[src/rtl/psr_pkg.sv]
package psr_pkg;

    // Filter geometry and phase step
    localparam int TAPS   = 16;
    localparam int PHASES = 160;
    localparam int STEP   = 147;

    // Field widths
    localparam int SAMPLE_W = 16;
    localparam int COEF_W   = 32;
    localparam int CPH_W    = 8;
    localparam int CTAP_W   = 4;
    localparam int FRAC_BITS = 15;

    // Derived widths
    localparam int TAP_W   = (TAPS > 1) ? $clog2(TAPS) : 1;
    localparam int PH_W    = $clog2(PHASES + STEP);
    localparam int DEPTH   = PHASES * TAPS;
    localparam int ADDR_W  = $clog2(DEPTH);
    localparam int PROD_W  = SAMPLE_W + COEF_W;
    localparam int ACC_W   = PROD_W + TAP_W;

    // Stream packing
    localparam int S_DATA_W = 80;
    localparam int M_DATA_W = 32;

    // Item kinds carried in s_tuser
    localparam logic REQ_SAMPLE = 1'b0;
    localparam logic REQ_COEF   = 1'b1;

    // Output saturation bounds at accumulator width
    localparam logic signed [ACC_W-1:0] SAT_HI = ACC_W'(32767);
    localparam logic signed [ACC_W-1:0] SAT_LO = ACC_W'(-32768);

    // Controls driven from the sequencer into each lane
    typedef struct packed {
        logic             shift;
        logic             clear;
        logic             mul_en;
        logic [TAP_W-1:0] mul_tap;
        logic             acc_en;
    } lane_ctrl_t;

endpackage

[src/rtl/psr_mac_lane.sv]
module psr_mac_lane (
    input  logic                                 aclk,
    input  logic                                 aresetn,
    input  psr_pkg::lane_ctrl_t                  ctrl,
    input  logic signed [psr_pkg::SAMPLE_W-1:0]  sample_i,
    input  logic signed [psr_pkg::COEF_W-1:0]    coef_i,
    output logic signed [psr_pkg::SAMPLE_W-1:0]  result_o
);
    import psr_pkg::*;

    logic signed [SAMPLE_W-1:0] hist_reg [TAPS];
    logic signed [SAMPLE_W-1:0] hist_sel;
    logic signed [PROD_W-1:0]   prod_reg;
    logic signed [ACC_W-1:0]    acc_reg;
    logic signed [ACC_W-1:0]    acc_shift;

    // Shift the newest sample into the history, oldest drops off
    always_ff @(posedge aclk) begin
        if (!aresetn) begin
            for (int i = 0; i < TAPS; i++) begin
                hist_reg[i] <= '0;
            end
        end else if (ctrl.shift) begin
            hist_reg[0] <= sample_i;
            for (int i = 1; i < TAPS; i++) begin
                hist_reg[i] <= hist_reg[i-1];
            end
        end
    end

    assign hist_sel = hist_reg[ctrl.mul_tap];

    // Multiply one tap into a product register, then accumulate the registered product
    always_ff @(posedge aclk) begin
        if (ctrl.mul_en) begin
            prod_reg <= coef_i * hist_sel;
        end
        if (ctrl.clear) begin
            acc_reg <= '0;
        end else if (ctrl.acc_en) begin
            acc_reg <= acc_reg + ACC_W'(prod_reg);
        end
    end

    // Floor to integer and saturate to the sample range
    assign acc_shift = acc_reg >>> FRAC_BITS;

    always_comb begin
        if (acc_shift > SAT_HI) begin
            result_o = SAT_HI[SAMPLE_W-1:0];
        end else if (acc_shift < SAT_LO) begin
            result_o = SAT_LO[SAMPLE_W-1:0];
        end else begin
            result_o = acc_shift[SAMPLE_W-1:0];
        end
    end

endmodule

[config.mk]
export PLATFORM = sky130hd
export DESIGN_NAME = psr_mac_lane
export DESIGN_NICKNAME = d
export VERILOG_FILES = /design/src/rtl/psr_pkg.sv /design/src/rtl/psr_mac_lane.sv
export SDC_FILE = /design/constraint.sdc
export NUM_CORES = 2
export LEC_CHECK = 0
export ABC_AREA = 0
export BUFFER_PORTS_ARGS = -buffer_cell sky130_fd_sc_hd__buf_2
export CAP_MARGIN = 0
export CORE_UTILIZATION = 70
export CTS_CLUSTER_SIZE = 12
export DETAILED_ROUTE_END_ITERATION = 8
export GPL_ROUTABILITY_DRIVEN = 0
export GPL_TIMING_DRIVEN = 0
export PLACE_DENSITY = 0.88
export SKIP_LAST_GASP = 1
export SLEW_MARGIN = 20
export SYNTH_ARGS = -nofsm -noshare
export SYNTH_HDL_FRONTEND = slang
export SYNTH_SLANG_ARGS = --single-unit
[constraint.sdc]
create_clock -name aclk -period 24.6 [get_ports aclk]
set_clock_uncertainty 0.2 [all_clocks]
set_input_delay 1.23 -clock aclk [delete_from_list [all_inputs] [get_ports aclk]]
set_output_delay 1.23 -clock aclk [all_outputs]
set_load 0.05 [all_outputs]
# --- Word level (Yosys, flattened, before mapping) ---
# Memory sizes are Yosys's and may differ from the RTL's.
# Cells that the tools add are included.
totals:
  wordCells: 45
  in_bits: 58
  output_inout_bits: 16
  n_memories: 1
  regBits: 100
  ram_bits: 256
classes:
  bitwise_logic: 16
  mul: 1
  addsub: 1
  n_mux: 22
  n_lt_le_gt_ge: 2
memory_table:
  columns: ["memory", "depth", "word_bits", "rd", "rd_ports_with_merged_regs", "wr", "line", "source"]
  rows:
  - ["hist_reg", 16, 16, 16, 0, 16, "psr_mac_lane.sv:11", "logic signed [SAMPLE_W-1:0] hist_reg [TAPS];"]
op_table:
  columns: ["cell", "n"]
  rows:
  - ["16-bit 2-to-1 mux", 18]
  - ["52-bit by 48-bit adder with 52-bit output", 1]
  - ["32-bit by 16-bit multiplier with 48-bit output", 1]
  - ["37-bit by 16-bit greater-than comparator with 1-bit output, second input constant", 1]
  - ["37-bit by 16-bit less-than comparator with 1-bit output, second input constant", 1]
  - ["1-bit bitwise OR", 16]
  - ["1-bit 2-to-1 mux", 4]

# --- Logic depth before layout (Yosys ltp) ---
depth:
  depth_word: 4
  ltp_mapped: 31
  mapped_depth_nobuf: 27

# --- Worst setup path after synthesis ---
# No wires, ideal clock.
synth_timing:
  path_kind: "input -> register"
  start: "in ctrl[1] (netlist bit)"
  end: "reg prod_reg[47], data pin"
  cell_stages: 29
  slack_ns: 15.203
  setup_ns: 0.269
  n_path_buf: 5
  t_required_ns: 24.131
  t_arrival_ns: 8.928
  path_cell_list: "buf_2 > buf_2 > buf_2 > mux4_2 > mux4_2 > clkbuf_1 > and2_1 > fa_1 > inv_1 > fa_1 > fa_1 > fa_1 > inv_1 > fa_1 > inv_1 > fa_1 > inv_1 > ha_1 > clkbuf_1 > and3_1 > o2111ai_1 > o211ai_1 > a41o_1 > o311ai_2 > o31ai_1 > a21oi_1 > o21ai_0 > or4_1 > nand3_1"
synth_via:
  elab_chain_cells: 2
synth_rtl:
  columns: ["element", "line", "source"]
  rows:
  - ["from (decl)", "psr_mac_lane.sv:4", "input psr_pkg::lane_ctrl_t ctrl,"]
  - ["memory 16 x 16 bit", null, null]
  - ["32-bit by 16-bit multiplier with 48-bit output", "psr_mac_lane.sv:36", "prod_reg <= coef_i * hist_sel;"]
  - ["to (signal assigned)", "psr_mac_lane.sv:36", null]
  - ["to (decl)", "psr_mac_lane.sv:13", "logic signed [PROD_W-1:0] prod_reg;"]
# No other way between the ends.
# A chain may end at the register's enable or synchronous reset.

# --- Worst setup path in the final report ---
layout_timing:
  start: "in ctrl[1] (netlist bit)"
  end: "reg prod_reg[46], data pin"
# The elaborated chain is that of the path after synthesis.

==> reports/qor.yml <==
synth_nets: 4072
track_usage: 0.398
wl_met2_um: 45000
antenna_found_initial: 10
io_pins: 74
clkLatencyLatePin_ns: 0.61
cts_buffer_depth: 3
tritoncts: "done"
fillers: 3004
synthCells: 3362
multiInputGateArea_um2: 22400
core_area_um2: 50100
synth_edf_count: 304
rows: 82
cp_data_required_time_ns: 24.71
met1_length_um: 32300
hold_violations: 0
firstDrtPassIters: 8
min_from: "acc_reg[9]$_SDFFE_PP0P_"
synth-main-ff-cell: "edfxtp_1"
first_global_vias: 28160
drive_gt1_frac: 0.0718
syn_avg_cell_area_um2: 10.6
cts_hold_buffers: 0
tightest_slew_ns: 1.08
yosysUniqueCellTypes: 85
final_common_cell: "inv_1"
path_clk_slew_ns: 0.06
outcome: "finished, final reports clean"
setup_tns_ns: 0
highest_layer: "met5"
cp-start-kind: "primary input"
crit_fanout: 10
grt_pass1_wl_um: 153000
cts_sinks: 356
largest_reg_flops: 256
ys_warn_count: 0
regToRegEndpoint: "prod_reg[46]$_DFFE_PP_"
routed-wl-met3_um: 11700
rsz0062_at_grt: "false"
nNetsFinal: 4187
initial_core_util: 0.708
crit_type: "in2reg"
holdPathEnd: "acc_reg[9]$_SDFFE_PP0P_"
wl_per_cell_um: 23.5
r2r_slack_ns: 15.00
via_per_inst: 6.38
routed_wl_um: 98000
critPathArrivalTime_ns: 11.28
whs_path_depth: 2
relSlewSlack: 0.282
synthesis.area_um2: 35500
vias: 26663
ant_nets: 0
area_growth_pct: 7.38
die-width_um: 227
htreeDepth: 2
hp-class: "reg2reg"
max_clock_freq_mhz: 89.5
reg2regPathDepth: 22
cts_buffers: 40
portBuffers: 67
drv_cap: 0
setup_viol: 0
die_y_um: 227
post_cts_resized: 0
period_minus_slack_ns: 11.17
endpoint_kind: "register"
post-route-drc-count: 0
drt_iter0_markers: 2780
reg2reg_from: "hist_reg[0][15]$_SDFFCE_PN0P_"
layout_common_cells: "inv_1 (591), fa_1 (487), nand2_1 (336)"
grt_start_max_net_pins: 49
regArea_um2: 10200
postCtsSetupBuffers: 0
hpwl_um: 75100
period_share: 0.454
async_flop_share: 0
overflow: 0
root_buffer: "clkbuf_16"
synth-seq-cells: 356
dieArea_um2: 51600
slew_viol_final: 0
yosysSeqAreaShare: 0.287
how the worst max path moves through the flow:
stage | start | cells after the start | end
after global placement | ctrl[1] | 27 | prod_reg[46]$_DFFE_PP_
after CTS | ctrl[1] | 27 | prod_reg[46]$_DFFE_PP_
after global routing | ctrl[1] | 27 | prod_reg[46]$_DFFE_PP_
after floorplan | ctrl[1] | 29 | prod_reg[47]$_DFFE_PP_
final | ctrl[1] | 25 | prod_reg[46]$_DFFE_PP_
after detailed placement | ctrl[1] | 27 | prod_reg[46]$_DFFE_PP_
worst max-delay path, stage by stage:
cell      delay, ns
buf_2          0.29
buf_2          0.46
buf_2          0.48
mux4_2         0.57
mux2_2         0.29
o21ai_1        0.65
clkbuf_1       0.87
nor2_1         0.15
fa_1           0.56
fa_1           0.43
fa_1           0.58
fa_1           0.45
fa_1           0.50
inv_1          0.05
fa_1           0.48
inv_1          0.05
ha_1           0.38
nand4_1        0.15
or2_2          0.34
a211oi_1       0.70
o31ai_1        0.37
nand3_1        0.22
nand2_1        0.10
o31ai_1        0.63
o311ai_0       0.27
cell type report:
cell class	count	area share
Antenna cell	8	0.000526
Buffer	177	0.0185
Clock buffer	46	0.0277
Clock inverter	17	0.00634
Inverter	592	0.0583
Multi-Input combinational cell	2237	0.588
Sequential cell	356	0.267
Tap cell	672	0.0221
Timing Repair Buffer	73	0.0120
metrics by stage:
stage / instances / worst slack, ns / hold slack [ns] / utilization / area [um2]
after floorplan: 3362 / 15.20 / 0.259 / - / 35500
after global placement: 4101 / 13.42 / 0.270 / 0.732 / 36600
after detailed placement: 4107 / 13.21 / 0.279 / 0.735 / 36800
after CTS: 4170 / 13.80 / 0.287 / 0.760 / 38100
after global routing: 4174 / 13.29 / 0.311 / 0.761 / 38100
final: 4178 / 13.43 / 0.302 / 0.761 / 38100
Yosys cell counts, types with 17 or more instances:
cell | instances | area [um2]
a21o_1 | 57 | 428
a21oi_1 | 95 | 475
and2_1 | 302 | 1890
and3_1 | 173 | 1080
clkbuf_1 | 159 | 597
dfxtp_1 | 52 | 1040
edfxtp_1 | 304 | 9130
fa_1 | 487 | 9750
ha_1 | 165 | 2060
inv_1 | 591 | 2220
mux2i_1 | 37 | 370
mux4_2 | 79 | 1780
nand2_1 | 336 | 1260
nand3_1 | 26 | 130
nand4_1 | 17 | 106
nor2_1 | 134 | 503
o21ai_0 | 40 | 200
xnor2_1 | 61 | 534
xor2_1 | 27 | 236
metal layers:
layer,global-route usage,vias up
li1,-,11129
met1,0.463,12859
met2,0.627,2051
met3,0.121,618
met4,0.293,6
met5,0,-
cells by family after synthesis:
kind of cell    after synthesis  share of synthesized area
fa+ha+maj                   652                      0.333
mux                         117                     0.0609
buf+inv                     769                     0.0825
compound gates              310                     0.0590
simple gates               1070                      0.156
xor+xnor                     88                     0.0217
flops                       356                      0.287
Power is left out: the tool's default activity adds up to more than one toggle a clock period on the data nets, which glitch-free logic cannot reach.
